[config.mk]
export PLATFORM = sky130hd
export DESIGN_NAME = ndedge_regs
export DESIGN_NICKNAME = d
export VERILOG_FILES = /design/src/design/neighbour_difference_edge_detect_assert.svh /design/src/design/ndedge_pkg.sv /design/src/design/ndedge_regs.sv
export SDC_FILE = /design/constraint.sdc
export NUM_CORES = 1
export LEC_CHECK = 0
export BUFFER_PORTS_ARGS = -buffer_cell sky130_fd_sc_hd__buf_2
export CAP_MARGIN = 10
export CORE_AREA = 2 2 57 59
export DETAILED_ROUTE_END_ITERATION = 10
export DIE_AREA = 0 0 59 61
export HOLD_SLACK_MARGIN = 0.03
export MAX_ROUTING_LAYER = met4
export PLACE_DENSITY = 0.81
export RECOVER_POWER = 50
export SLEW_MARGIN = 40
export SYNTH_ARGS = -nofsm -noshare
export SYNTH_HDL_FRONTEND = slang
export SYNTH_SLANG_ARGS = --single-unit
[constraint.sdc]
create_clock -name clk -period 2.9 [get_ports clk]
set_clock_uncertainty 0.05 [all_clocks]
set_input_delay 0.435 -clock clk [delete_from_list [all_inputs] [get_ports clk]]
set_output_delay 0.435 -clock clk [all_outputs]
set_load 0.02 [all_outputs]
[src/design/neighbour_difference_edge_detect_assert.svh]
// Assertion macros for the neighbour-difference edge detector.
// Used by the top level only; expects clk and rst_n in scope.
`ifndef NEIGHBOUR_DIFFERENCE_EDGE_DETECT_ASSERT_SVH
`define NEIGHBOUR_DIFFERENCE_EDGE_DETECT_ASSERT_SVH

// Same-cycle implication.
`define NDEDGE_ASSERT_SAME(lbl, ante, cons, msg) \
  lbl: assert property (@(posedge clk) disable iff (!rst_n) (ante) |-> (cons)) \
    else $error(msg);

// Next-cycle implication.
`define NDEDGE_ASSERT_NEXT(lbl, ante, cons, msg) \
  lbl: assert property (@(posedge clk) disable iff (!rst_n) (ante) |=> (cons)) \
    else $error(msg);

`endif

[src/design/ndedge_pkg.sv]
// Shared types and constants for the neighbour-difference edge detector.
// No dependencies.
`timescale 1ns / 1ps
`default_nettype none

package ndedge_pkg;

  localparam int MAX_WIDTH_DEF = 1024;
  localparam int CHAN_W        = 8;
  localparam int IMG_W         = 11;
  localparam int APB_AW        = 4;
  localparam int APB_DW        = 32;

  // Neighbour select codes
  localparam logic [1:0] DIR_RIGHT       = 2'd0;
  localparam logic [1:0] DIR_BELOW       = 2'd1;
  localparam logic [1:0] DIR_BELOW_RIGHT = 2'd2;

  // Register indexes (paddr[3:2])
  localparam logic [1:0] REG_DIRECTION = 2'd0;
  localparam logic [1:0] REG_THRESHOLD = 2'd1;
  localparam logic [1:0] REG_WIDTH     = 2'd2;

  // Beat kinds
  localparam logic FUNC_PIXEL = 1'b0;
  localparam logic FUNC_FLUSH = 1'b1;

  // Reset values
  localparam logic [1:0]        DIR_RST   = DIR_BELOW_RIGHT;
  localparam logic [CHAN_W-1:0] THR_RST   = 8'd5;
  localparam logic [IMG_W-1:0]  WIDTH_RST = 11'd640;

  typedef struct packed {
    logic [1:0]        direction;
    logic [CHAN_W-1:0] threshold;
    logic [IMG_W-1:0]  width;
  } cfg_t;

  typedef struct packed {
    logic [CHAN_W-1:0] red;
    logic [CHAN_W-1:0] green;
    logic [CHAN_W-1:0] blue;
  } rgb_t;

  // Decision issued when a beat is taken; ring data follows in the next cycle.
  typedef struct packed {
    logic valid;     // beat retires the oldest queued pixel
    logic has_nb;    // neighbour lies inside the image
    logic nb_is_px;  // neighbour is the incoming pixel, not a ring entry
    rgb_t px;        // incoming pixel
  } dec_t;

endpackage

`default_nettype wire

[src/design/ndedge_regs.sv]
// APB configuration registers: direction, threshold, image width.
// Depends on ndedge_pkg.
`timescale 1ns / 1ps
`default_nettype none

module ndedge_regs (
  input  wire logic                          clk,
  input  wire logic                          rst_n,
  input  wire logic                          psel,
  input  wire logic                          penable,
  input  wire logic                          pwrite,
  input  wire logic [ndedge_pkg::APB_AW-1:0] paddr,
  input  wire logic [ndedge_pkg::APB_DW-1:0] pwdata,
  output logic      [ndedge_pkg::APB_DW-1:0] prdata,
  output logic                               pready,
  output ndedge_pkg::cfg_t                   cfg
);

  ndedge_pkg::cfg_t cfg_r, cfg_nxt;
  logic             wr;

  assign wr     = psel && penable && pwrite;
  assign pready = 1'b1;
  assign cfg    = cfg_r;

  always_comb begin
    cfg_nxt = cfg_r;
    if (wr) begin
      case (paddr[3:2])
        ndedge_pkg::REG_DIRECTION: cfg_nxt.direction = pwdata[1:0];
        ndedge_pkg::REG_THRESHOLD: cfg_nxt.threshold = pwdata[ndedge_pkg::CHAN_W-1:0];
        ndedge_pkg::REG_WIDTH:     cfg_nxt.width     = pwdata[ndedge_pkg::IMG_W-1:0];
        default:                   cfg_nxt = cfg_r;
      endcase
    end
  end

  always_ff @(posedge clk) begin
    if (!rst_n) begin
      cfg_r.direction <= ndedge_pkg::DIR_RST;
      cfg_r.threshold <= ndedge_pkg::THR_RST;
      cfg_r.width     <= ndedge_pkg::WIDTH_RST;
    end else begin
      cfg_r <= cfg_nxt;
    end
  end

  always_comb begin
    case (paddr[3:2])
      ndedge_pkg::REG_DIRECTION: prdata = ndedge_pkg::APB_DW'(cfg_r.direction);
      ndedge_pkg::REG_THRESHOLD: prdata = ndedge_pkg::APB_DW'(cfg_r.threshold);
      ndedge_pkg::REG_WIDTH:     prdata = ndedge_pkg::APB_DW'(cfg_r.width);
      default:                   prdata = '0;
    endcase
  end

endmodule

`default_nettype wire

* Yosys cells after proc, flatten, opt, wreduce, memory -nomap -nowiden *
Index checks and enable logic that the tools add are counted.
Widths: inputs -> output; s select.

word-level totals
  word-level logic and storage cells = 12
  output and inout bits = 54
  input port bits = 41
  bits in registers = 21

cells by class
  multiplexer cells = 1
  reduce and logical (&&, ||, !) cells = 6
  equality and inequality tests = 2

operators by type and width
  cell                number
  $pmux 11 s3         1
  $reduce_and 2->1    3
  $eq 2x1->1 const B  1
  $eq 2x2->1 const B  1
  $logic_and 1x1->1   2
  $logic_not 2->1     1

* Depth between registers and ports, before layout *
  word-level depth = 3
  gate-level depth with buffers = 5
  gate-level depth less buffers = 3

* Worst setup path before layout *
Ideal clock, no wire load.

  path kind = in2out
  start = input port paddr[2] in the netlist's numbering
  end = output port prdata[2] in the netlist's numbering
  arrival time = 1067 ps
  slack = 1348 ps
  cell stages on the path = 3
  cells stage by stage = and2b_1 buf_2 a22o_1

between the ends
  longest elaborated chain between the ends = 2
  elaborated cells on any way between the ends = 4
  those cells by class = eq/ne: 2; mux: 1; reduce/logical: 1

RTL lines
  what                                line               text
  from (decl)                         ndedge_regs.sv:12  input wire logic [ndedge_pkg::APB_AW-1:0] paddr,
  $eq 2x2->1 (tied with other cells)  ndedge_regs.sv:49  case (paddr[3:2])
  $pmux 11 s3 (*)                     ndedge_regs.sv:49
  to (decl)                           ndedge_regs.sv:14  output logic [ndedge_pkg::APB_DW-1:0] prdata,

Mark *: on every way between the ends. The rest lies on a longest branch, timed or not.

* Worst setup path after layout *
  start = input port paddr[2] in the netlist's numbering
  end = output port prdata[5] in the netlist's numbering

The elaborated chain is that of the path after synthesis.

==> flow_metrics.py <==
metrics = {
    "drt": {
        "totalWireLength_um": 2310,
        "dr.pass1.iters": 4,
        "via_count": 943,
        "via_per_inst": 4.51,
        "drc": 0,
        "drtIter0Drc": 20,
        "wl_per_cell_um": 11.1,
        "final_antenna_net_count": 0,
    },
    "worst_setup_path": {
        "setup.worst_path.end": "prdata[5]",
        "reg2reg_to": "cfg[20]$_SDFFE_PN1P_",
        "cp.required_ps": 2410,
        "crit_type": "in -> out",
        "crit_fanout": 12,
        "critPathCaptureType": "output port",
        "reg2reg_setup_slack_ps": 2170,
        "critPathLaunchType": "input port",
        "setup.worst_path.start": "paddr[2]",
        "r2r_cells": 2,
        "cp.arrival_ps": 1380,
        "r2r-start": "cfg[20]$_SDFFE_PN1P_",
    },
    "sta": {
        "rsz0062_at_grt": "no",
        "slew_headroom_pct": 16.4,
        "min_period_ps": 1860,
        "maxSlewViolCount": 0,
        "hold_viol": 0,
        "worst-slew-pin-transition_ps": 1250,
        "finalCritPeriodShare_pct": 64.2,
        "fmax_ghz": 0.537,
        "setup-tns-final_ps": 0,
        "finalSetupViolCount": 0,
    },
    "cts": {
        "cts_made_buffers": 3,
        "clockBufferDepth": 2,
        "postCtsSetupBuffers": 0,
        "cts-resized-gates": 0,
        "clk-insertion-delay-late_ps": 290,
        "htree_levels": 1,
        "cts_tree": "built",
        "cts-root-buf": "clkbuf_4",
        "cts.sinks": 21,
        "cts.hold.buffers_added": 0,
        "clk_pin_slew_ps": 110,
    },
    "pwr": {
        "irDropWorstVdd_mv": 0.200,
        "power_leakage_nw": 0.599,
        "powerDensity_nw_per_um2": 404,
    },
    "die": {
        "fp.dieW_um": 59,
        "die_h_um": 61,
        "ioPinCount": 95,
        "start_util_pct": 39.2,
        "placementRows": 20,
        "die_area_sq_um": 3600,
        "coreArea_sq_um": 2950,
    },
    "synth": {
        "synth-seq-cells": 21,
        "synth_area_leaders": "dfxtp_1 36%, mux2i_1 16%, buf_4 14%, nand2_1 9.1%, a22o_1 4.5%",
        "netlist_area_sq_um": 1160,
        "async_flop_share_pct": 0,
        "ys_seq_area_share_pct": 36.4,
        "yosys_warnings": 0,
        "syn_avg_cell_area_sq_um": 8.76,
        "synth_cells": 132,
        "synth_top_cell_by_area": "dfxtp_1",
        "synthDominantCellAreaShare_pct": 36.4,
        "synthFlopType": "dfxtp_1",
        "synth_edf_count": 0,
        "synth_cell_types": 20,
    },
    "job": {
        "cap_violations": 0,
    },
    "grt": {
        "grt_pass1_wl_um": 3640,
        "grt.overflow.total": 0,
        "grt_usage_pct": 14.0,
        "antenna_found_initial": 0,
        "grt_pass1_vias": 841,
        "grt_max_degree": 32,
    },
    "placement": {
        "port_buffers": 49,
        "gp_congestion": 0.749,
        "post-dp-hpwl_um": 1710,
        "dpl_cell_area_sq_um": 1310,
    },
    "finish": {
        "mostFrequentLayoutCell": "nand2_1",
        "fin_nets": 218,
        "most-common-layout-cells": "28 x nand2_1, 27 x buf_2, 23 x clkbuf_1",
        "diodes": 0,
        "largest_reg_flops": 21,
        "final_area_sq_um": 1290,
        "area_growth_pct": 11.9,
        "drive_gt1_share_pct": 18.8,
    },
    "worst_hold_path": {
        "hold_path_class": "in -> reg",
    },
    "status": {
        "status": "completed",
    },
}
[area by class of cell]
class | instances | area, sq um
clock buffer | 4 | 26.3
sequential | 21 | 420
inverter | 5 | 18.8
timing repair buffer | 50 | 225
tap | 33 | 41.3
fill | 317 | 1660
multi-input combinational | 96 | 562
[worst max-delay path, cell delays in order]
cell and delay (ps):
buf_2 120, and2b_1 440, a22o_1 220, buf_2 160
[synth_stat cells (2+ instances only)]
| library cell | number |
|---|---|
| conb_1 | 2 |
| buf_4 | 22 |
| nand2_1 | 28 |
| clkbuf_1 | 3 |
| buf_2 | 2 |
| buf_6 | 3 |
| and2_1 | 5 |
| dfxtp_1 | 21 |
| mux2i_1 | 18 |
| nand3_1 | 5 |
| o211ai_1 | 3 |
| o21ai_0 | 2 |
| o211ai_2 | 2 |
| inv_1 | 5 |
| a22o_1 | 6 |
[where the power goes]
| part | internal (mW) | leakage, nW | switching, mW |
|---|---|---|---|
| combinational | 0.0246 | 0.414 | 0.0656 |
| clock | 0.0535 | 0.0150 | 0.0828 |
| sequential | 0.293 | 0.170 | 0.00304 |
| total | 0.371 | 0.599 | 0.151 |
[worst min-delay path by stage]
stage | startpoint | to | cells after the start
final | pwdata[10] | cfg[10]$_SDFFE_PN0P_ | 3
after global routing | pwdata[7] | cfg[18]$_SDFFE_PN0P_ | 3
after CTS | pwdata[10] | cfg[10]$_SDFFE_PN0P_ | 3
after detailed placement | cfg[10]$_SDFFE_PN0P_ | cfg[10]$_SDFFE_PN0P_ | 2
after global placement | cfg[8]$_SDFFE_PN0P_ | cfg[8]$_SDFFE_PN0P_ | 2
after floorplan | cfg[10]$_SDFFE_PN0P_ | cfg[10]$_SDFFE_PN0P_ | 2
[cell families (layout without fill, tap and decap cells)]
family                 after synthesis  count (layout)  synth area share (%)
AND/OR/NAND/NOR                     43              43                  17.2
flip-flops                          21              21                  36.4
other                                2              22                 0.650
buffers and inverters               35              59                  20.7
multiplexers                        18              18                  15.6
AO/OA/AOI/OAI                       13              13                  9.52
[through the flow]
stage	power (mW)	setup slack [ps]	hold WS (ps)	utilization (%)	std cells
detailed placement	0.395	999	409	44.2	205
global placement	0.394	974	400	44.2	205
finish	0.522	1040	319	43.8	209
CTS	0.531	1000	315	45.1	209
global route	0.554	958	318	43.8	209
floorplan	0.392	1350	491	-	152
[metal layers]
layer / wire [um] / global-route usage, % / vias to the layer above
met1: 1030 / 16.4 / 428
met3: 117 / 3.41 / 2
met4: 13 / 6.17 / 0
met2: 1150 / 22.7 / 35
li1: - / - / 478
met5: 0 / - / -
Power figures use the tool's default switching activity.
