==> config.mk <==
export PLATFORM = sky130hd
export DESIGN_NAME = ndedge_out_flat
export DESIGN_NICKNAME = d
export VERILOG_FILES = /design/src/design/neighbour_difference_edge_detect_assert.svh /design/src/design/ndedge_pkg.sv /design/src/design/ndedge_res_if.sv /design/src/design/ndedge_out.sv /design/src/flat_wrapper.sv
export SDC_FILE = /design/constraint.sdc
export NUM_CORES = 1
export LEC_CHECK = 0
export BUFFER_PORTS_ARGS = -buffer_cell sky130_fd_sc_hd__buf_2
export CAP_MARGIN = 20
export CORE_UTILIZATION = 40
export DETAILED_ROUTE_END_ITERATION = 10
export GPL_TIMING_DRIVEN = 0
export HOLD_SLACK_MARGIN = 0.15
export PLACE_DENSITY = 0.76
export SLEW_MARGIN = 20
export SYNTH_ARGS = -nofsm -noshare
export SYNTH_HDL_FRONTEND = slang
export SYNTH_SLANG_ARGS = --single-unit
==> constraint.sdc <==
create_clock -name clk -period 5.67 [get_ports clk]
set_input_delay 0.2835 -clock clk [delete_from_list [all_inputs] [get_ports clk]]
set_output_delay 0.2835 -clock clk [all_outputs]
set_load 0.02 [all_outputs]
==> src/design/neighbour_difference_edge_detect_assert.svh <==
// Assertion macros for the neighbour-difference edge detector.
// Used by the top level only; expects clk and rst_n in scope.
`ifndef NEIGHBOUR_DIFFERENCE_EDGE_DETECT_ASSERT_SVH
`define NEIGHBOUR_DIFFERENCE_EDGE_DETECT_ASSERT_SVH

// Same-cycle implication.
`define NDEDGE_ASSERT_SAME(lbl, ante, cons, msg) \
  lbl: assert property (@(posedge clk) disable iff (!rst_n) (ante) |-> (cons)) \
    else $error(msg);

// Next-cycle implication.
`define NDEDGE_ASSERT_NEXT(lbl, ante, cons, msg) \
  lbl: assert property (@(posedge clk) disable iff (!rst_n) (ante) |=> (cons)) \
    else $error(msg);

`endif

==> src/design/ndedge_pkg.sv <==
// Shared types and constants for the neighbour-difference edge detector.
// No dependencies.
`timescale 1ns / 1ps
`default_nettype none

package ndedge_pkg;

  localparam int MAX_WIDTH_DEF = 1024;
  localparam int CHAN_W        = 8;
  localparam int IMG_W         = 11;
  localparam int APB_AW        = 4;
  localparam int APB_DW        = 32;

  // Neighbour select codes
  localparam logic [1:0] DIR_RIGHT       = 2'd0;
  localparam logic [1:0] DIR_BELOW       = 2'd1;
  localparam logic [1:0] DIR_BELOW_RIGHT = 2'd2;

  // Register indexes (paddr[3:2])
  localparam logic [1:0] REG_DIRECTION = 2'd0;
  localparam logic [1:0] REG_THRESHOLD = 2'd1;
  localparam logic [1:0] REG_WIDTH     = 2'd2;

  // Beat kinds
  localparam logic FUNC_PIXEL = 1'b0;
  localparam logic FUNC_FLUSH = 1'b1;

  // Reset values
  localparam logic [1:0]        DIR_RST   = DIR_BELOW_RIGHT;
  localparam logic [CHAN_W-1:0] THR_RST   = 8'd5;
  localparam logic [IMG_W-1:0]  WIDTH_RST = 11'd640;

  typedef struct packed {
    logic [1:0]        direction;
    logic [CHAN_W-1:0] threshold;
    logic [IMG_W-1:0]  width;
  } cfg_t;

  typedef struct packed {
    logic [CHAN_W-1:0] red;
    logic [CHAN_W-1:0] green;
    logic [CHAN_W-1:0] blue;
  } rgb_t;

  // Decision issued when a beat is taken; ring data follows in the next cycle.
  typedef struct packed {
    logic valid;     // beat retires the oldest queued pixel
    logic has_nb;    // neighbour lies inside the image
    logic nb_is_px;  // neighbour is the incoming pixel, not a ring entry
    rgb_t px;        // incoming pixel
  } dec_t;

endpackage

`default_nettype wire

==> src/design/ndedge_res_if.sv <==
// Result channel: one edge decision per beat.
// No dependencies.
`timescale 1ns / 1ps
`default_nettype none

interface ndedge_res_if;
  logic valid;
  logic ready;
  logic edge_found;

  modport source (output valid, edge_found, input ready);
  modport sink   (input valid, edge_found, output ready);
endinterface

`default_nettype wire

==> src/design/ndedge_out.sv <==
// Compare stage and result register: checks the three channel differences
// against the threshold and holds the result beat. Depends on ndedge_pkg.
`timescale 1ns / 1ps
`default_nettype none

module ndedge_out (
  input  wire logic                          clk,
  input  wire logic                          rst_n,
  input  wire logic [ndedge_pkg::CHAN_W-1:0] threshold,
  input  wire logic                          acc,
  input  wire ndedge_pkg::dec_t              dec,
  input  wire ndedge_pkg::rgb_t              rd_px,
  input  wire ndedge_pkg::rgb_t              rd_nb,
  output logic                               take_ok,
  ndedge_res_if.source                       res
);

  localparam int SW = ndedge_pkg::CHAN_W + 1;

  logic             s1_valid_r, s1_valid_nxt;
  ndedge_pkg::dec_t s1_r;
  logic             out_valid_r, out_valid_nxt;
  logic             out_edge_r;
  logic             advance;
  ndedge_pkg::rgb_t nb;
  logic             hit;

  // nb - px > thr, kept unsigned as nb > px + thr
  function automatic logic over(input logic [ndedge_pkg::CHAN_W-1:0] n,
                                input logic [ndedge_pkg::CHAN_W-1:0] p,
                                input logic [ndedge_pkg::CHAN_W-1:0] t);
    return SW'(n) > (SW'(p) + SW'(t));
  endfunction

  assign advance = !out_valid_r || res.ready;
  assign take_ok = !s1_valid_r || advance;

  always_comb begin
    nb  = s1_r.nb_is_px ? s1_r.px : rd_nb;
    hit = s1_r.has_nb && (over(nb.red,   rd_px.red,   threshold) ||
                          over(nb.green, rd_px.green, threshold) ||
                          over(nb.blue,  rd_px.blue,  threshold));

    s1_valid_nxt = s1_valid_r;
    if (take_ok) s1_valid_nxt = acc && dec.valid;

    out_valid_nxt = out_valid_r;
    if (advance) out_valid_nxt = s1_valid_r;
  end

  always_ff @(posedge clk) begin
    if (!rst_n) begin
      s1_valid_r  <= 1'b0;
      out_valid_r <= 1'b0;
    end else begin
      s1_valid_r  <= s1_valid_nxt;
      out_valid_r <= out_valid_nxt;
    end
  end

  always_ff @(posedge clk) begin
    if (acc) s1_r <= dec;
    if (advance && s1_valid_r) out_edge_r <= hit;
  end

  assign res.valid      = out_valid_r;
  assign res.edge_found = out_edge_r;

endmodule

`default_nettype wire

==> src/flat_wrapper.sv <==
// flat-port wrapper written by rule: the top's interface ports become plain ports
module ndedge_out_flat 
  (clk, rst_n, threshold, acc, dec, rd_px, rd_nb, take_ok, res_valid, res_edge_found, res_ready);
  ndedge_res_if res_i ();
  input  wire logic clk;
  input  wire logic rst_n;
  input  wire logic [ndedge_pkg::CHAN_W-1:0] threshold;
  input  wire logic acc;
  input  wire ndedge_pkg::dec_t dec;
  input  wire ndedge_pkg::rgb_t rd_px;
  input  wire ndedge_pkg::rgb_t rd_nb;
  output logic take_ok;
  output wire logic [$bits(res_i.valid)-1:0] res_valid;
  output wire logic [$bits(res_i.edge_found)-1:0] res_edge_found;
  input wire logic [$bits(res_i.ready)-1:0] res_ready;
  assign res_valid = res_i.valid;
  assign res_edge_found = res_i.edge_found;
  assign res_i.ready = res_ready;
  ndedge_out u_core (.clk(clk), .rst_n(rst_n), .threshold(threshold), .acc(acc), .dec(dec), .rd_px(rd_px), .rd_nb(rd_nb), .take_ok(take_ok), .res(res_i));
endmodule
# After elaboration in Yosys (flattened, before gate mapping)
# Cells that the tools add are included.
dict set report classes {
  n_mux 1
  order_cmp 3
  n_reduce_logical 9
  n_addsub 3
}
# op count
set op_table {}
lappend op_table {{$add A8 B8 Y9} 3}
lappend op_table {{$gt A8 B9 Y1} 3}
lappend op_table {{$mux W24} 1}
lappend op_table {{$logic_or A1 B1 Y1} 4}
lappend op_table {{$logic_and A1 B1 Y1} 3}
lappend op_table {{$logic_not A1 Y1} 2}
dict set report word_totals {
  ff_bits 29
}

# Longest topological paths before layout
# Gate-level depths: netlist of run 1.
dict set report depth {
  depth_word 5
  depth_mapped 16
}

# Worst setup path after synthesis of run 1
# Ideal clock, no wire load.
dict set report synth_path {
  kind {input-to-reg}
  from {in threshold[0] in the netlist's numbering}
  to {reg u_core.out_edge_r, in the netlist u_core.res.edge_found, data pin}
  setup_slack_ns 2.702
  path_stages 16
  t_required_ns 5.410
  path_buffers 0
  arrival_ns 2.708
  setup_ns 0.260
  cell_sequence {ha_1 -> inv_1 -> fa_1 -> nor2b_1 -> o21a_1 -> o21ai_2 -> or2b_1 -> a21oi_1 -> xor2_1 -> ha_1 -> and2_1 -> a221oi_1 -> o21ai_0 -> nor3_1 -> or4b_1 -> a31oi_1}
}
dict set report synth_via {
  elab_chain_cells 5
}
# item line_no
set synth_rtl {}
lappend synth_rtl {{start: declaration} flat_wrapper.sv:7} ;# input wire logic [ndedge_pkg::CHAN_W-1:0] threshold;
lappend synth_rtl {{$add A8 B8 Y9} ndedge_out.sv:32} ;# return SW'(n) > (SW'(p) + SW'(t));
lappend synth_rtl {{$gt A8 B9 Y1} ndedge_out.sv:32}
lappend synth_rtl {{$logic_or A1 B1 Y1} ndedge_out.sv:40} ;# hit = s1_r.has_nb && (over(nb.red, rd_px.red, threshold) ||
lappend synth_rtl {{$logic_or A1 B1 Y1 *} ndedge_out.sv:41} ;# over(nb.green, rd_px.green, threshold) ||
lappend synth_rtl {{$logic_and A1 B1 Y1 *} ndedge_out.sv:40}
lappend synth_rtl {{via u_core.hit} ndedge_out.sv:26} ;# logic hit;
lappend synth_rtl {{end signal: assignment} ndedge_out.sv:63} ;# if (advance && s1_valid_r) out_edge_r <= hit;
lappend synth_rtl {{end: declaration} ndedge_out.sv:23} ;# logic out_edge_r;
# The timed path passes the listed nets; every way through them passes the cells marked *.
# A chain may end at the register's enable or synchronous reset.

# Worst setup path after layout of run 1
# Same ends and word-level chain as after synthesis.

==> results_dict.tcl, run 1 <==
set metrics [dict create \
    cts_buffers 5 \
    die_height_um 81.7 \
    yosys-top-cells-count "48 x ha_1, 27 x edfxtp_1, 21 x mux2_2" \
    pre_cts_ws_ns 2.19 \
    path_buf_inv 2 \
    status "finished clean" \
    syn_area_mm2 0.00254 \
    clockBufferDepth 2 \
    clock_sinks 29 \
    hold_class "in -> reg" \
    ys.flop_type "edfxtp_1" \
    via_per_inst 5.18 \
    fin_skew_ns 0.00600 \
    p_int_uw 512 \
    grt_pass1_vias 2198 \
    cp_slowest_stage_delay_ns 0.35 \
    finalWirelength_um 5850 \
    antenna_found_initial 0 \
    path_class "in -> reg" \
    antenna_left 0 \
    synth_edf_count 27 \
    grt_pass1_wl_um 9430 \
    swShare_pct 29.5 \
    critPathMostFrequentCell "ha_1" \
    layout-drive-gt1-share_pct 36.5 \
    yosys_register_bits 29 \
    drtIter0Drc 41 \
    slew_headroom_pct 54.8 \
    worstPathRequired_ns 5.70 \
    grt_max_degree 28 \
    grt_usage_pct 19.0 \
    total_power_uw 726 \
    start_kind "input pin" \
    fin_ws_ns 2.48 \
    p_seq_share_pct 35.3 \
    async_flop_share_pct 0 \
    synth_nets 370 \
    rsz0062_at_grt "no" \
    seq_area_frac_synth_pct 33.5 \
    pwr-share-comb_pct 35.7 \
    cts_tree "done" \
    syn_inst 232 \
    critPathArrivalTime_ns 3.23 \
    syn_avg_cell_area_um2 11.0 \
    vias 2091 \
    fin_crit_ns 3.19 \
    slowest_stage "a221oi_1" \
    start_util_pct 42.2 \
    area_delta_synth_final_pct 25.4 \
    critPathMaxFanout 3 \
    leakagePower_nw 1.52 \
    maxSlewViolCount 0 \
    clkTransAtPathRegs_ns 0.07 \
    max_freq_mhz 313 \
    route.detailed.drc 0 \
    synth_top_area_cell "edfxtp_1" \
    ys_warn_count 0 \
    fin_nets 466 \
    cap_violations 0 \
    ioPinCount 90 \
    routedWlPerCell_um 14.5 \
    cts_hold_buf 0 \
    tns_ns 0 \
    p_clk_share_pct 29.0 \
    die-area_mm2 0.00668 \
    hold_ws_ns 0.167 \
    hold_viol 0 \
    worstMarginPinSlew_ns 0.677 \
    die-width_um 81.7 \
    fin_crit_sh_pct 56.3 \
    io_buffers 89 \
    diodes 0 \
    path_cells "buf_2 -> ha_1 -> inv_1 -> fa_1 -> nor2b_1 -> o21a_1 -> o21ai_2 -> or2b_1 -> a21oi_1 -> xor2_1 -> ha_1 -> and2_1 -> a221oi_1 -> o21ai_0 -> nor3_1 -> or4b_1 -> a31oi_1" \
    ctsRootBufferMaster "clkbuf_8" \
    synth.top_cells.by_area "edfxtp_1 32%, ha_1 24%, mux2_2 9.3%" \
    finalSetupViolCount 0 \
    dr.pass1.iters 4 \
    switching_power_uw 214 \
    grt-ovfl-total 0 \
    powerDensity_mw_per_mm2 228 \
    fin_util_pct 52.9 \
    endpoint_kind "register" \
    clock_latency_ns 0.29 \
    critPathTopFamily "compound AO/OA/AOI/OAI gates" \
    placementRows 28 \
    core_mm2 0.00603 \
    synth_most_common_cell "ha_1" \
    worst_ir_drop_vdd_uv 122 \
    place_congestion 0.823 \
    htree_levels 2 \
    cts_setup_buffers 0 \
    synth_cell_type_count 38 \
    yosys.area.top_type_share_pct 31.9 \
    cts.repair.resized 0 \
    dp_hpwl_um 4920 \
]
layout make-up:
class	count	area, um2
well taps	75	93.8
inverters	8	30.0
clock buffers	6	72.6
repair buffers	89	445
flip-flops and latches	29	851
fillers	562	2840
multi-input cells	192	1650
plain buffers	3	11.3
clock inverters	2	35.0
layout by cell type, fill, tap and decap left out, types with 4 or more instances in the layout:
cell type	synthesis	layout
mux2_2	21	21
edfxtp_1	27	27
xor2_1	13	13
clkbuf_1	3	4
clkbuf_8	0	5
nor2b_1	8	8
buf_2	0	89
inv_1	8	8
o21a_1	6	6
nand2b_1	5	5
o21ai_0	13	13
nand2_1	13	13
a21o_1	6	6
nor2_1	9	9
a21oi_1	9	9
ha_1	48	48
nor3_1	5	5
flip-flops by register name (all words and copies together), names as in the netlist:
register,count
u_core.s1_r,26
u_core.s1_valid_r,1
u_core.res.valid,1
u_core.res.edge_found,1
power groups by stage:
stage               sequential [mW]  clock, mW  combinational (mW)
CTS                           0.256      0.218               0.263
global route                  0.258      0.224               0.300
finish                        0.256      0.210               0.259
floorplan                     0.260          0               0.177
detailed placement            0.261          0               0.260
global placement              0.260          0               0.248
final timing paths:
| kind | cells after the start | end | slack (ns) | from |
|---|---|---|---|---|
| max | 17 | u_core.res.edge_found | 2.48 | threshold[0] |
| min | 1 | u_core.s1_r[10] | 0.17 | dec[10] |
| max reg2reg | 10 | u_core.res.edge_found | 2.51 | u_core.s1_r[24] |
| min reg2reg | 1 | u_core.res.valid | 0.50 | u_core.s1_valid_r |
worst reg2reg max path: stages (launching register included):
cell and delay (ns):
edfxtp_1 0.32, clkbuf_1 0.27, clkbuf_1 0.55, mux2_2 0.42, ha_1 0.30, and2_1 0.15
a221oi_1 0.35, o21ai_0 0.14, nor3_1 0.14, or4b_1 0.17, a31oi_1 0.09
layer usage:
layer  vias up  routed length [um]  track usage, %
li1       1069                   -               -
met1       945                2510            22.3
met2        70                2910            34.3
met3         7                 364            4.33
met4         0                  65            5.09
met5         -                   0               0
metrics by stage:
stage	instances	instance area [um2]
detailed placement	396	3080
global route	404	3190
CTS	404	3190
global placement	396	3080
floorplan	232	2540
finish	404	3190
logic make-up after synthesis:
family                   synth area share [%]
AND/OR/NAND/NOR                          11.0
adder cells (fa/ha/maj)                  26.0
AO/OA/AOI/OAI                            12.3
flip-flops                               33.5
multiplexers                             10.5
XOR/XNOR                                 5.17
buffers and inverters                    1.62
No activity file was read; power rests on OpenSTA's default activity.
==> run 2: changes to the inputs <==
ABC_AREA = 1   (was default)
PLACE_DENSITY = 0.78   (was 0.76)
clock period = 2.57 ns   (was 5.67 ns; I/O delays follow)
==> run 2 against run 1 <==
The flow now finishes with violations (design-rule violations). Via count increased by 18%. Cell area rose by 17%. Combinational power rose to 2.6 times the previous value. Clock power is 150% higher. Critical path depth shrank 4. Largest power group unchanged.
==> results_dict.tcl, run 2 <==
set metrics [dict create \
    clkTransAtPathRegs_ns 0.07 \
    drtIter0Drc 74 \
    syn_inst 305 \
    fin_nets 569 \
    yosys_register_bits 29 \
    hold_class "in -> reg" \
    worstMarginPinSlew_ns 0.612 \
    maxSlewViolCount 0 \
    dpl_cell_area_mm2 0.00329 \
    syn_area_mm2 0.00275 \
    slew_headroom_pct 59.2 \
    grt-ovfl-total 0 \
    ys.flop_type "edfxtp_1" \
    ioPinCount 90 \
    yosys.area.top_type_share_pct 29.5 \
    finalSetupViolCount 0 \
    grt_usage_pct 19.4 \
    dp_hpwl_um 5270 \
    leakagePower_nw 1.87 \
    dr.pass1.iters 9 \
    worstPathRequired_ns 2.62 \
    rsz0062_at_grt "no" \
    synth_cell_type_count 27 \
    grt_pass1_wl_um 10900 \
    antenna_left 0 \
    async_flop_share_pct 0 \
    ys_warn_count 0 \
    synth_edf_count 27 \
    fin_crit_sh_pct 93.0 \
    hold_depth 3 \
    yosys-top-cells-count "61 x nand2_1, 48 x ha_1, 38 x inv_1" \
    clock_latency_ns 0.29 \
    fin_crit_ns 2.39 \
    final_cell_mix "90 x buf_2, 61 x nand2_1, 48 x ha_1" \
    cap_violations 0 \
    cts_buffers 5 \
    multi_input_area_mm2 0.00174 \
    ff_latch_area_um2 851 \
    via_per_inst 4.87 \
    area_delta_synth_final_pct 35.3 \
    start_util_pct 42.3 \
    cts_tree "done" \
    reg2regPathDepth 13 \
    ctsRootBufferMaster "clkbuf_8" \
    total_power_mw 1.77 \
    path_class "reg -> reg" \
    fin_skew_ns 0.00682 \
    synth.top_cells.by_area "edfxtp_1 29%, ha_1 22%, mux2_2 8.6%" \
    grt_pass1_vias 2566 \
    synth_top_area_cell "edfxtp_1" \
    violations "design-rule violations" \
    fill_cells 580 \
    vias 2477 \
    io_buffers 89 \
    grt_max_degree 28 \
    start_kind "register" \
    placementRows 29 \
    critPathMaxFanout 10 \
    routedWlPerCell_um 12.9 \
    die_height_um 84.9 \
    htree_levels 2 \
    final_cell_area_mm2 0.00372 \
    critPathArrivalTime_ns 2.44 \
    synth_most_common_cell "nand2_1" \
    clockBufferDepth 2 \
    die-width_um 84.9 \
    finalWirelength_um 6570 \
    layout-drive-gt1-share_pct 30.1 \
    synth_nets 443 \
    diodes 0 \
    hold_viol 0 \
    status "complete, but fails checks" \
    reg2reg_from "u_core.s1_r[24]" \
    endpoint_kind "register" \
    syn_avg_cell_area_um2 9.01 \
    clock_sinks 29 \
    core_mm2 0.00649 \
    worst_ir_drop_vdd_uv 225 \
    hold_start "res_ready" \
    final_common_cell "buf_2" \
    crit_start "u_core.s1_r[24]" \
    die-area_mm2 0.00721 \
    place_congestion 0.843 \
    largest_register_ffs 26 \
    powerDensity_mw_per_mm2 475 \
    max_freq_mhz 418 \
    largest_register "u_core.s1_r" \
    seq_area_frac_synth_pct 31.0 \
    route.detailed.drc 7 \
    antenna_found_initial 0 \
]
run 2: metrics by stage:
step	hold WS [ns]	setup WS (ns)	utilization, %	cells	TNS, ns
2_1_floorplan	0.227	0.315	-	305	0
3_3_place_gp	0.305	-0.0863	50.7	471	-0.0863
3_5_place_dp	0.307	-0.113	50.7	471	-0.113
4_1_cts	0.236	0.0813	57.1	509	0
5_1_grt	0.255	0.0130	57.3	509	0
6_report	0.244	0.179	57.3	509	0
run 2: kinds of logic (layout without fill, tap and decap cells):
group                    count (synthesis)  count (layout)  synth area share, %
XOR/XNOR                                18              18                 5.74
adder cells (fa/ha/maj)                 51              51                 24.0
flip-flops                              29              29                 31.0
AO/OA/AOI/OAI                           34              34                 7.24
AND/OR/NAND/NOR                        107             107                 16.5
multiplexers                            24              24                 9.70
buffers and inverters                   42             169                 5.87
run 2: path summary, 6_finish.rpt:
| check | slack, ns | endpoint |
|---|---|---|
| worst max register to register | 0.18 | u_core.res.edge_found |
| worst min-delay path | 0.24 | u_core.res.edge_found |
| worst max-delay path | 0.18 | u_core.res.edge_found |
| worst min register to register | 0.57 | u_core.res.edge_found |
run 2: final cells by class:
class	count	area share, %
plain buffers	3	0.538
flip-flops and latches	29	22.9
well taps	77	2.59
clock inverters	2	1.01
multi-input cells	234	46.8
clock buffers	6	2.22
repair buffers	119	20.1
inverters	39	3.94
run 2: critical path, stage by stage (launching register included):
cell      delay [ns]
edfxtp_1        0.32
buf_2           0.18
clkbuf_4        0.27
mux2_2          0.37
ha_1            0.29
nand2_1         0.06
nor2_1          0.15
nand2_1         0.10
nand3_2         0.08
nor2_1          0.04
nand2_1         0.08
nand2_1         0.08
inv_1           0.08
a21oi_2         0.05
run 2: repair_timing:
action	in CTS	in global routing
resized for setup	0	3
hold endpoints to repair	28	0
hold buffers	30	0
endpoints found under the setup margin	0	1
buffers inserted	0	0
run 2: routing by layer:
layer	wire length (um)	GRT usage (%)	up-vias	share of wire, %
li1	-	-	1303	-
met1	2860	22.0	1091	43
met2	3230	36.0	71	49
met3	348	4.09	12	5.3
met4	133	6.47	0	2.0
met5	0	0	-	0
run 2: where the power goes:
group | switching, mW | internal (mW) | leakage (nW) | total (mW)
logic | 0.356 | 0.330 | 1.53 | 0.686
registers | 0.00824 | 0.556 | 0.280 | 0.564
clock network | 0.201 | 0.315 | 0.0574 | 0.516
