**src/design/neighbour_difference_edge_detect_assert.svh**
```systemverilog
// Assertion macros for the neighbour-difference edge detector.
// Used by the top level only; expects clk and rst_n in scope.
`ifndef NEIGHBOUR_DIFFERENCE_EDGE_DETECT_ASSERT_SVH
`define NEIGHBOUR_DIFFERENCE_EDGE_DETECT_ASSERT_SVH

// Same-cycle implication.
`define NDEDGE_ASSERT_SAME(lbl, ante, cons, msg) \
  lbl: assert property (@(posedge clk) disable iff (!rst_n) (ante) |-> (cons)) \
    else $error(msg);

// Next-cycle implication.
`define NDEDGE_ASSERT_NEXT(lbl, ante, cons, msg) \
  lbl: assert property (@(posedge clk) disable iff (!rst_n) (ante) |=> (cons)) \
    else $error(msg);

`endif

```
**src/design/ndedge_pkg.sv**
```systemverilog
// Shared types and constants for the neighbour-difference edge detector.
// No dependencies.
`timescale 1ns / 1ps
`default_nettype none

package ndedge_pkg;

  localparam int MAX_WIDTH_DEF = 1024;
  localparam int CHAN_W        = 8;
  localparam int IMG_W         = 11;
  localparam int APB_AW        = 4;
  localparam int APB_DW        = 32;

  // Neighbour select codes
  localparam logic [1:0] DIR_RIGHT       = 2'd0;
  localparam logic [1:0] DIR_BELOW       = 2'd1;
  localparam logic [1:0] DIR_BELOW_RIGHT = 2'd2;

  // Register indexes (paddr[3:2])
  localparam logic [1:0] REG_DIRECTION = 2'd0;
  localparam logic [1:0] REG_THRESHOLD = 2'd1;
  localparam logic [1:0] REG_WIDTH     = 2'd2;

  // Beat kinds
  localparam logic FUNC_PIXEL = 1'b0;
  localparam logic FUNC_FLUSH = 1'b1;

  // Reset values
  localparam logic [1:0]        DIR_RST   = DIR_BELOW_RIGHT;
  localparam logic [CHAN_W-1:0] THR_RST   = 8'd5;
  localparam logic [IMG_W-1:0]  WIDTH_RST = 11'd640;

  typedef struct packed {
    logic [1:0]        direction;
    logic [CHAN_W-1:0] threshold;
    logic [IMG_W-1:0]  width;
  } cfg_t;

  typedef struct packed {
    logic [CHAN_W-1:0] red;
    logic [CHAN_W-1:0] green;
    logic [CHAN_W-1:0] blue;
  } rgb_t;

  // Decision issued when a beat is taken; ring data follows in the next cycle.
  typedef struct packed {
    logic valid;     // beat retires the oldest queued pixel
    logic has_nb;    // neighbour lies inside the image
    logic nb_is_px;  // neighbour is the incoming pixel, not a ring entry
    rgb_t px;        // incoming pixel
  } dec_t;

endpackage

`default_nettype wire

```
**src/design/ndedge_ctrl.sv**
```systemverilog
// Queue control: ring head, fill count and column tracking; issues ring
// accesses and the retire decision for each accepted beat. Depends on ndedge_pkg.
`timescale 1ns / 1ps
`default_nettype none

module ndedge_ctrl #(
  parameter int MAX_WIDTH = ndedge_pkg::MAX_WIDTH_DEF,
  parameter int RING      = MAX_WIDTH + 1,
  parameter int AW        = $clog2(RING),
  parameter int CNT_W     = $clog2(MAX_WIDTH + 2)
) (
  input  wire logic          clk,
  input  wire logic          rst_n,
  input  wire ndedge_pkg::cfg_t cfg,
  input  wire logic          acc,
  input  wire logic          func,
  input  wire ndedge_pkg::rgb_t px,
  output logic [AW-1:0]      rd_addr_a,
  output logic [AW-1:0]      rd_addr_b,
  output logic               wr_en,
  output logic [AW-1:0]      wr_addr,
  output ndedge_pkg::dec_t   dec,
  output logic [CNT_W-1:0]   count,
  output logic [CNT_W-1:0]   delay
);

  localparam int COL_W = $clog2(MAX_WIDTH);
  localparam int XW    = CNT_W + 1;
  localparam int CMP_W = (CNT_W > ndedge_pkg::IMG_W) ? CNT_W : ndedge_pkg::IMG_W;

  logic [AW-1:0]    head_r, head_nxt;
  logic [CNT_W-1:0] count_r, count_nxt;
  logic [COL_W-1:0] old_col_r, old_col_nxt;
  logic [COL_W-1:0] new_col_r, new_col_nxt;

  logic [CMP_W-1:0] iw;
  logic [CNT_W-1:0] w, d;
  logic             is_flush, pop, nb_queued, col_ok, push;
  logic [CNT_W-1:0] count_pop;
  logic [COL_W-1:0] old_col_pop;

  function automatic logic [AW-1:0] ring_add(input logic [AW-1:0] base,
                                             input logic [CNT_W-1:0] ofs);
    logic [XW-1:0] s;
    s = XW'(base) + XW'(ofs);
    if (s >= XW'(RING)) s = s - XW'(RING);
    return s[AW-1:0];
  endfunction

  function automatic logic [COL_W-1:0] col_step(input logic [COL_W-1:0] col,
                                                input logic [CNT_W-1:0] wid);
    logic [XW-1:0] c1;
    c1 = XW'(col) + XW'(1);
    if (c1 >= XW'(wid)) return '0;
    return c1[COL_W-1:0];
  endfunction

  // Effective width clamped to [2, MAX_WIDTH], then delay to the neighbour.
  always_comb begin
    iw = CMP_W'(cfg.width);
    if (iw < CMP_W'(2)) iw = CMP_W'(2);
    if (iw > CMP_W'(MAX_WIDTH)) iw = CMP_W'(MAX_WIDTH);
    w = iw[CNT_W-1:0];
    case (cfg.direction)
      ndedge_pkg::DIR_RIGHT: d = CNT_W'(1);
      ndedge_pkg::DIR_BELOW: d = w;
      default:               d = w + CNT_W'(1);
    endcase
  end

  always_comb begin
    is_flush  = (func == ndedge_pkg::FUNC_FLUSH);
    nb_queued = (d < count_r);
    pop       = is_flush ? (count_r != '0) : (count_r >= d);
    // Last column has no right-hand neighbour.
    col_ok    = !((cfg.direction != ndedge_pkg::DIR_BELOW) &&
                  (XW'(old_col_r) + XW'(1) >= XW'(w)));

    count_pop   = count_r - CNT_W'(pop);
    old_col_pop = pop ? col_step(old_col_r, w) : old_col_r;
    push        = !is_flush && (count_pop < CNT_W'(RING));

    dec.valid    = acc && pop;
    dec.has_nb   = col_ok && (nb_queued || !is_flush);
    dec.nb_is_px = !is_flush && !nb_queued;
    dec.px       = px;

    rd_addr_a = head_r;
    rd_addr_b = ring_add(head_r, d);
    wr_addr   = ring_add(head_r, count_r);
    wr_en     = acc && push;

    head_nxt    = head_r;
    count_nxt   = count_r;
    old_col_nxt = old_col_r;
    new_col_nxt = new_col_r;
    if (acc) begin
      if (pop) head_nxt = (head_r == AW'(RING - 1)) ? '0 : head_r + AW'(1);
      if (is_flush) begin
        count_nxt   = count_pop;
        old_col_nxt = old_col_pop;
        if (count_pop == '0) begin
          old_col_nxt = '0;
          new_col_nxt = '0;
        end
      end else begin
        count_nxt   = count_pop + CNT_W'(push);
        old_col_nxt = (count_nxt == CNT_W'(1)) ? new_col_r : old_col_pop;
        new_col_nxt = col_step(new_col_r, w);
      end
    end
  end

  always_ff @(posedge clk) begin
    if (!rst_n) begin
      head_r    <= '0;
      count_r   <= '0;
      old_col_r <= '0;
      new_col_r <= '0;
    end else begin
      head_r    <= head_nxt;
      count_r   <= count_nxt;
      old_col_r <= old_col_nxt;
      new_col_r <= new_col_nxt;
    end
  end

  assign count = count_r;
  assign delay = d;

endmodule

`default_nettype wire

```
**config.mk**
```make
export PLATFORM = sky130hd
export DESIGN_NAME = ndedge_ctrl
export DESIGN_NICKNAME = d
export VERILOG_FILES = /design/src/design/neighbour_difference_edge_detect_assert.svh /design/src/design/ndedge_pkg.sv /design/src/design/ndedge_ctrl.sv
export SDC_FILE = /design/constraint.sdc
export NUM_CORES = 1
export LEC_CHECK = 0
export ABC_AREA = 1
export BUFFER_PORTS_ARGS = -buffer_cell sky130_fd_sc_hd__buf_2
export CORE_MARGIN = 10
export CORE_UTILIZATION = 40
export DETAILED_ROUTE_END_ITERATION = 10
export HOLD_SLACK_MARGIN = 0.05
export PLACE_DENSITY_LB_ADDON = 0.15
export SKIP_CTS_REPAIR_TIMING = 1
export SYNTH_ARGS = -nofsm -noshare
export SYNTH_HDL_FRONTEND = slang
export SYNTH_SLANG_ARGS = --single-unit
```
**constraint.sdc**
```tcl
create_clock -name clk -period 6.5 [get_ports clk]
set_input_delay 0.975 -clock clk [delete_from_list [all_inputs] [get_ports clk]]
set_output_delay 0.975 -clock clk [all_outputs]
set_load 0.01 [all_outputs]
```
Yosys cells after proc, flatten, opt, wreduce, memory -nomap -nowiden
Cells that the tools add are included.

Bits in registers: 42. Bits in latches: 0. Memory bits (writable): 0. ROM bits: 0. Memories: 0.

$add $sub $neg: 10. Multiply operators: 0. Divide/modulo/power cells: 0. $lt $le $gt $ge: 9. Equal/unequal tests: 5. Shifts and indexed selects: 0. Multiplexer cells: 22. Bitwise operators: 0. Reductions and logical operators: 15.

Operators by type and width (count): two-way mux 10 bit (10); two-way mux 11 bit (6); greater-or-equal comparator 11 bit (3); adder 11 x 11 -> 12 bit (2); greater-or-equal comparator 12 x 11 -> 1 bit (second input constant) (2); adder 10 x 1 -> 11 bit (second input constant) (2); adder 11 x 1 -> 11 bit (second input constant) (2); one-hot mux 11 bit (2 select lines) (1); subtractor 11 bit (second input constant) (2); adder 11 x 1 -> 11 bit (1); == test 11 x 1 -> 1 bit (second input constant) (1); == test 11 bit (second input constant) (1); greater-than comparator 11 bit (second input constant) (1); zero test 11 bit (1); less-than comparator 11 bit (1); less-than comparator 11 bit (second input constant) (1); less-than comparator 11 x 2 -> 1 bit (second input constant) (1); nonzero test 11 bit (1); subtractor 11 x 1 -> 11 bit (1); logical AND 1 bit (6); two-way mux 1 bit (5); inequality test 2 x 1 -> 1 bit (second input constant) (2); AND reduction 2 bit (2); zero test 1 bit (3); other kinds (3) (3).

Longest topological paths before layout
Gate-level depths: netlist (run 1).

Depth in word-level cells: 15. Mapped depth: 52.

Worst setup path before layout (run 1)
OpenSTA, ideal clock, no wires.

Path kind: input-to-reg. Start point: input cfg[7] (netlist name). End point: register old_col_r[0]. Setup time: 0.119 ns. Arrival time: 6.421 ns. Required time: 6.381 ns. Path slack: -0.041 ns. Stages on the path: 50. Path through: inv_2 -> nand2_1 -> nor2_2 -> nand4_1 -> nand2_1 -> nand3_1 -> inv_1 -> ha_1 -> nand3_1 -> nor2_1 -> nand3_1 -> nor2_1 -> inv_1 -> o22ai_1 -> o21ai_0 -> ha_1 -> nand2_1 -> inv_1 -> [14 not listed] -> o21ai_0 -> inv_1 -> ha_1 -> ha_1 -> nand3_1 -> nor2_1 -> nand2_1 -> nor2_1 -> nand3_1 -> xor2_1 -> nor2_1 -> nand2_1 -> o21ai_0 -> nand2_1 -> nand2_1 -> inv_1 -> nand2_1 -> a21oi_1.

Longest elaborated chain between the ends: 15. Elaborated cells between the ends (all ways): 21.

Ends and longest elaborated chain: start, declared (RTL line ndedge_ctrl.sv:14) `input wire ndedge_pkg::cfg_t cfg,`; less-than comparator 11 x 2 -> 1 bit (RTL line ndedge_ctrl.sv:61) `if (iw < CMP_W'(2)) iw = CMP_W'(2);`; two-way mux 11 bit * (RTL line ndedge_ctrl.sv:61); greater-than comparator 11 bit (RTL line ndedge_ctrl.sv:62) `if (iw > CMP_W'(MAX_WIDTH)) iw = CMP_W'(MAX_WIDTH);`; two-way mux 11 bit * (RTL line ndedge_ctrl.sv:62); adder 11 x 1 -> 11 bit (RTL line ndedge_ctrl.sv:67) `default: d = w + CNT_W'(1);`; one-hot mux 11 bit (2 select lines) (RTL line ndedge_ctrl.sv:64) `case (cfg.direction)`; greater-or-equal comparator 11 bit (RTL line ndedge_ctrl.sv:74) `pop = is_flush ? (count_r != '0) : (count_r >= d);`; two-way mux 1 bit (RTL line ndedge_ctrl.sv:74); subtractor 11 x 1 -> 11 bit (RTL line ndedge_ctrl.sv:79) `count_pop = count_r - CNT_W'(pop);`; less-than comparator 11 bit (RTL line ndedge_ctrl.sv:81) `push = !is_flush && (count_pop < CNT_W'(RING));`; logical AND 1 bit (RTL line ndedge_ctrl.sv:81); adder 11 x 1 -> 11 bit (RTL line ndedge_ctrl.sv:107) `count_nxt = count_pop + CNT_W'(push);`; == test 11 x 1 -> 1 bit (RTL line ndedge_ctrl.sv:108) `old_col_nxt = (count_nxt == CNT_W'(1)) ? new_col_r : old_col_pop;`; two-way mux 10 bit (RTL line ndedge_ctrl.sv:108); two-way mux 10 bit * (RTL line ndedge_ctrl.sv:99) `if (is_flush) begin`; end signal, assigned (RTL line ndedge_ctrl.sv:123) `old_col_r <= old_col_nxt;`; end, declared (RTL line ndedge_ctrl.sv:33) `logic [COL_W-1:0] old_col_r, old_col_nxt;`.

Every way passes the cells marked *; elsewhere a longest branch is shown, timed or not. A chain may end at the register's enable or synchronous reset.

Worst setup path in the final report (run 1)
Start point: input cfg[9] (netlist name). End point: register old_col_r[0].

The elaborated chain is that of the path after synthesis.

==> flow_metrics.py, run 1 <==
metrics = {
    "run_status": {
        "status": "finished, violations left",
        "violations": "negative setup slack",
    },
    "timing": {
        "fmax_ghz": 0.149,
        "rsz0062_at_grt": "yes",
        "setup_violations": 10,
        "period_share_pct": 103,
        "fin_crit_ns": 6.70,
        "finClkSkew_ns": 0.00688,
        "final_hold_viol_count": 0,
        "fin_ws_ns": -0.198,
        "worst_pin_slew_ns": 0.905,
        "relSlewSlack_pct": 39.3,
        "slew_violations": 0,
    },
    "global_route": {
        "overflow": 0,
        "grt_usage_pct": 17.0,
        "antenna_found_initial": 0,
        "grt_pass1_wl_microns": 28800,
        "grt_pass1_vias": 5909,
        "grt_max_degree": 35,
    },
    "clock_tree": {
        "htreeDepth": 2,
        "clockBufferDepth": 2,
        "cts.clk_slew.worst_paths_ns": 0.07,
        "cts_root_buf": "clkbuf_16",
        "cts_sinks": 42,
        "cts_made_buffers": 5,
        "clkLatencyLatePin_ns": 0.30,
        "cts_tree": "built",
    },
    "floorplan": {
        "die_area_sq_um": 20400,
        "die_y_microns": 143,
        "die_x_microns": 143,
        "fp-row-count": 44,
        "core_area_sq_um": 14700,
        "ios": 132,
        "initial_core_util_pct": 41.1,
    },
    "final_layout": {
        "fin_util_pct": 51.8,
        "n_fill_cell": 1503,
        "post_route_cells_drive_above_1_share_pct": 26.1,
        "fin_cells": 1285,
        "area_growth_pct": 25.9,
        "final_nets": 1217,
        "diodes": 0,
    },
    "synth": {
        "yosysTopAreaCellShare_pct": 13.9,
        "ys_async_sr_fraction_pct": 0,
        "avgSynthCellArea_sq_um": 6.21,
        "syn_nets": 1091,
        "synth_most_common_cell": "nand2_1",
        "synth_seq_cells": 42,
        "synth_area_sq_um": 6050,
        "yosysTopAreaCell": "dfxtp_1",
        "synth_ff_type": "dfxtp_1",
        "synth_seq_area_share_pct": 13.9,
        "yosysUniqueCellTypes": 49,
        "yosys_warnings": 0,
        "synth_edf_count": 0,
        "synthTopCellsByCount": "nand2_1, inv_1, nand3_1, a21oi_1, nor2_1",
        "synthCells": 974,
        "yosys-top-cells-area": "dfxtp_1, ha_1, nand2_1",
    },
    "setup_path": {
        "end_kind": "flop",
        "path_class": "in2reg",
        "critPathLaunchType": "input pin",
        "critPathMaxFanout": 5,
        "cp_common_cell": "nand2_1",
        "crit_arrival_ns": 6.89,
        "worstPathRequired_ns": 6.69,
        "critPathSlowestCell": "nor4_2",
        "cpPeakStageDelay_ns": 0.36,
    },
    "power": {
        "p_leak_nw": 3.74,
        "power_mw": 1.39,
        "internal_power_mw": 0.776,
        "p_per_area_nw_per_um2": 182,
        "pwr-share-seq_pct": 22.5,
        "clkPwrFrac_pct": 19.9,
        "netSwitchingFraction_pct": 44.1,
        "max-vdd-ir-drop_mv": 0.112,
        "power.switching_mw": 0.613,
        "power_frac_comb_pct": 57.6,
    },
    "flow_run": {
        "maxCapViolCount": 0,
    },
    "routing": {
        "wire_per_inst_microns": 14.3,
        "dr.pass1.iters": 5,
        "num_vias": 6558,
        "drtIter0Drc": 462,
        "drcViolationCount": 0,
        "routed_wl_microns": 18400,
        "postRouteAntennaNets": 0,
        "vias_per_cell": 5.10,
    },
    "min_path": {
        "hold_path.class": "reg2reg",
    },
    "placement": {
        "io_buffers": 75,
        "placed_cells": 1267,
        "gp_congestion": 0.888,
        "dp_slack_ns": -0.599,
        "hpwl_microns": 14400,
    },
}
-- cells by family after synthesis --
family | count (synthesis) | share of synthesized area, %
buffers and inverters | 183 | 13.4
adder cells (fa/ha/maj) | 68 | 14.3
AND/OR/NAND/NOR | 456 | 33.7
XOR/XNOR | 64 | 9.52
AO/OA/AOI/OAI | 161 | 15.2
flip-flops | 42 | 13.9
-- worst max-delay path, delay by kind of cell --
| family | cells | cell delay (ns) |
|---|---|---|
| buf+inv | 8 | 0.68 |
| xor+xnor | 2 | 0.40 |
| simple gates | 31 | 3.26 |
| fa+ha+maj | 5 | 0.92 |
| compound gates | 5 | 0.60 |
-- final cells by class --
type,instances,area (sq um),share of cell area [%]
repair buffers,167,1090,14.4
clock inverters,1,8.76,0.115
flip-flops and latches,42,841,11.0
inverters,135,514,6.76
well taps,184,230,3.02
multi-input cells,749,4780,62.8
clock buffers,7,143,1.87
-- power groups by stage --
stage | Clock, mW | Sequential [mW] | Combinational (mW)
5_1_grt | 0.292 | 0.316 | 0.894
6_report | 0.276 | 0.313 | 0.800
4_1_cts | 0.281 | 0.311 | 0.714
2_1_floorplan | 0 | 0.307 | 0.475
3_3_place_gp | 0 | 0.317 | 0.706
3_5_place_dp | 0 | 0.316 | 0.710
-- cells in the final DEF, fill, tap and decap left out, types with 7 or more instances in the layout --
| master | n |
|---|---|
| nor3_1 | 10 |
| nand3_1 | 75 |
| o21ai_0 | 30 |
| nand3b_1 | 7 |
| xnor2_1 | 20 |
| xor2_1 | 41 |
| nand4_1 | 20 |
| dfxtp_1 | 42 |
| o211ai_1 | 12 |
| nor2_1 | 63 |
| inv_1 | 119 |
| a21oi_1 | 70 |
| o21ai_1 | 9 |
| nand2_1 | 206 |
| a21oi_2 | 11 |
| ha_4 | 7 |
| nand2_2 | 19 |
| inv_2 | 12 |
| ha_1 | 58 |
| nor2_4 | 10 |
| buf_2 | 73 |
| nor4_1 | 7 |
| buf_4 | 89 |
| nor2_2 | 14 |
| o21ai_2 | 11 |
-- sequential cells by signal, summed over array words and instances (netlist names) --
signal	count
count	11
rd_addr_a	11
new_col_r	10
old_col_r	10
-- path summary, 6_finish.rpt --
path / from / end / slack, ns / cells past startpoint
worst max-delay path: cfg[9] / old_col_r[0]$_SDFFE_PN0P_ / -0.20 / 51
worst min-delay path: new_col_r[9]$_SDFFE_PN0P_ / new_col_r[9]$_SDFFE_PN0P_ / 0.46 / 2
worst max register to register: count[1]$_SDFFE_PN0P_ / old_col_r[0]$_SDFFE_PN0P_ / 1.30 / 35
worst min register to register: new_col_r[9]$_SDFFE_PN0P_ / new_col_r[9]$_SDFFE_PN0P_ / 0.46 / 2
-- per-stage QoR --
stage          TNS, ns  hold slack, ns  area [sq um]
6_report         -1.32           0.464          7610
5_1_grt          -7.02           0.481          7610
4_1_cts          -3.04           0.466          7120
3_5_place_dp     -6.32           0.456          6970
3_3_place_gp     -6.06           0.455          6970
2_1_floorplan        0           0.441          6050
-- per-layer routing --
metal,routed length [microns],vias up,track usage [%]
met3,819,16,3.02
met4,180,0,2.99
met1,8850,2993,22.8
li1,-,3432,-
met2,8510,117,28.0
met5,0,-,0
(Power assumes the default switching activity.)
==> run 2, diff against run 1 <==
--- a/config.mk
+++ b/config.mk
@@ -12,7 +12,7 @@
 export DETAILED_ROUTE_END_ITERATION = 10
 export HOLD_SLACK_MARGIN = 0.05
-export PLACE_DENSITY_LB_ADDON = 0.15
 export SKIP_CTS_REPAIR_TIMING = 1
 export SYNTH_ARGS = -nofsm -noshare
 export SYNTH_HDL_FRONTEND = slang
 export SYNTH_SLANG_ARGS = --single-unit
+export TNS_END_PERCENT = 10
==> constraint.sdc (replaced) <==
create_clock -name clk -period 6.5 [get_ports clk]
set_input_delay 0.975 -clock clk [delete_from_list [all_inputs] [get_ports clk]]
set_output_delay 0.975 -clock clk [all_outputs]
set_load 0.02 [all_outputs]
==> flow_metrics.py, run 2 (synthesized netlist as in run 1, its figures left out) <==
metrics = {
    "run_status": {
        "status": "finished, violations left",
        "violations": "negative setup slack",
    },
    "clock_tree": {
        "cts_sinks": 42,
        "cts_root_buf": "clkbuf_16",
        "clockBufferDepth": 2,
        "htreeDepth": 2,
        "clkLatencyLatePin_ns": 0.29,
        "cts_made_buffers": 5,
        "cts.clk_slew.worst_paths_ns": 0.07,
        "cts_tree": "built",
    },
    "setup_path": {
        "end_kind": "flop",
        "rr_startpoint": "count[1]$_SDFFE_PN0P_",
        "cpPeakStageDelay_ns": 0.37,
        "critPathSlowestCell": "nor4_2",
        "critPathLaunchType": "input pin",
        "crit_arrival_ns": 6.78,
        "cp_common_cell": "nand2_1",
        "startpoint": "cfg[6]",
        "reg2reg_depth": 35,
        "path_class": "in2reg",
        "critPathMaxFanout": 4,
        "worstPathRequired_ns": 6.68,
    },
    "global_route": {
        "grt_pass1_wl_microns": 28600,
        "antenna_found_initial": 0,
        "grt_max_degree": 35,
        "grt_usage_pct": 16.8,
        "grt_pass1_vias": 5845,
        "overflow": 0,
    },
    "timing": {
        "final_hold_viol_count": 0,
        "fin_ws_ns": -0.0998,
        "setup_violations": 10,
        "relSlewSlack_pct": 36.7,
        "finClkSkew_ns": 0.00750,
        "tns_ns": -0.357,
        "worst_pin_slew_ns": 0.943,
        "period_share_pct": 102,
        "fin_crit_ns": 6.60,
        "slew_violations": 0,
        "rsz0062_at_grt": "yes",
        "fmax_ghz": 0.152,
    },
    "routing": {
        "postRouteAntennaNets": 0,
        "drtIter0Drc": 428,
        "vias_per_cell": 5.12,
        "routed_wl_microns": 18200,
        "drcViolationCount": 0,
        "dr.pass1.iters": 5,
        "wire_per_inst_microns": 14.2,
        "num_vias": 6535,
    },
    "final_layout": {
        "area_growth_pct": 23.6,
        "fin_util_pct": 50.8,
        "final_nets": 1209,
        "post_route_cells_drive_above_1_share_pct": 24.3,
        "fin_cells": 1277,
        "diodes": 0,
        "final_common_cell": "nand2_1",
        "mostFrequentLayoutCells": "nand2_1, inv_1, buf_4",
    },
    "placement": {
        "placed_cells": 1263,
        "gp_congestion": 0.882,
        "io_buffers": 75,
        "hpwl_microns": 14200,
    },
    "power": {
        "p_per_area_nw_per_um2": 186,
        "max-vdd-ir-drop_mv": 0.111,
        "power_mw": 1.39,
        "p_leak_nw": 3.70,
    },
    "floorplan": {
        "fp-row-count": 44,
        "die_x_microns": 143,
        "ios": 132,
        "die_area_sq_um": 20400,
        "initial_core_util_pct": 41.1,
        "core_area_sq_um": 14700,
        "die_y_microns": 143,
    },
    "flow_run": {
        "maxCapViolCount": 0,
    },
    "min_path": {
        "hold_path.class": "reg2reg",
        "holdPathStages": 2,
        "min-delay-start": "new_col_r[9]$_SDFFE_PN0P_",
    },
}
run 2: cell count changes in the layout (fill, tap and decap cells not counted), moves of 2 or more:
cell,previous run,this run
nor2_2,14,10
inv_2,12,14
clkinv_2,0,2
a21oi_1,70,78
nand3_1,75,78
nor2_1,63,68
buf_4,89,82
a21oi_2,11,5
nand3_4,5,2
a21oi_4,2,0
run 2: power breakdown:
part	internal (mW)	switching [mW]	total [mW]
Clock	0.143	0.114	0.257
Sequential	0.274	0.0375	0.312
Combinational	0.341	0.483	0.824
run 2: final cells by class:
type | instances | area (sq um)
Clock buffer | 5 | 125
Timing Repair Buffer | 159 | 1040
Tap cell | 184 | 230
Fill cell | 1509 | 7230
Multi-Input combinational cell | 749 | 4710
Inverter | 135 | 507
Clock inverter | 3 | 18.8
Sequential cell | 42 | 841
run 2: layer usage:
metal  share of wire [%]  track usage [%]
met4                0.41             3.04
met2                  46             27.9
met1                  48             22.6
met3                 5.9             2.72
met5                   0                0
run 2: worst max-delay path, delay by kind of cell:
family          cells  cell delay [ns]
fa+ha+maj           5             0.94
buf+inv             8             0.76
compound gates      4             0.52
simple gates       30             3.30
xor+xnor            2             0.30
run 2: metrics by stage:
| step | hold slack (ns) | worst slack, ns | instance area (sq um) |
|---|---|---|---|
| 2_1_floorplan | 0.441 | 0.00209 | 6050 |
| 3_3_place_gp | 0.456 | -0.555 | 6940 |
| 3_5_place_dp | 0.459 | -0.630 | 6940 |
| 4_1_cts | 0.470 | -0.389 | 7080 |
| 5_1_grt | 0.529 | -0.590 | 7470 |
| 6_report | 0.467 | -0.0998 | 7470 |
run 2: path summary, 6_finish.rpt:
kind,to,slack [ns]
min,new_col_r[9]$_SDFFE_PN0P_,0.47
min reg2reg,new_col_r[9]$_SDFFE_PN0P_,0.47
max reg2reg,old_col_r[0]$_SDFFE_PN0P_,1.40
max,old_col_r[0]$_SDFFE_PN0P_,-0.1
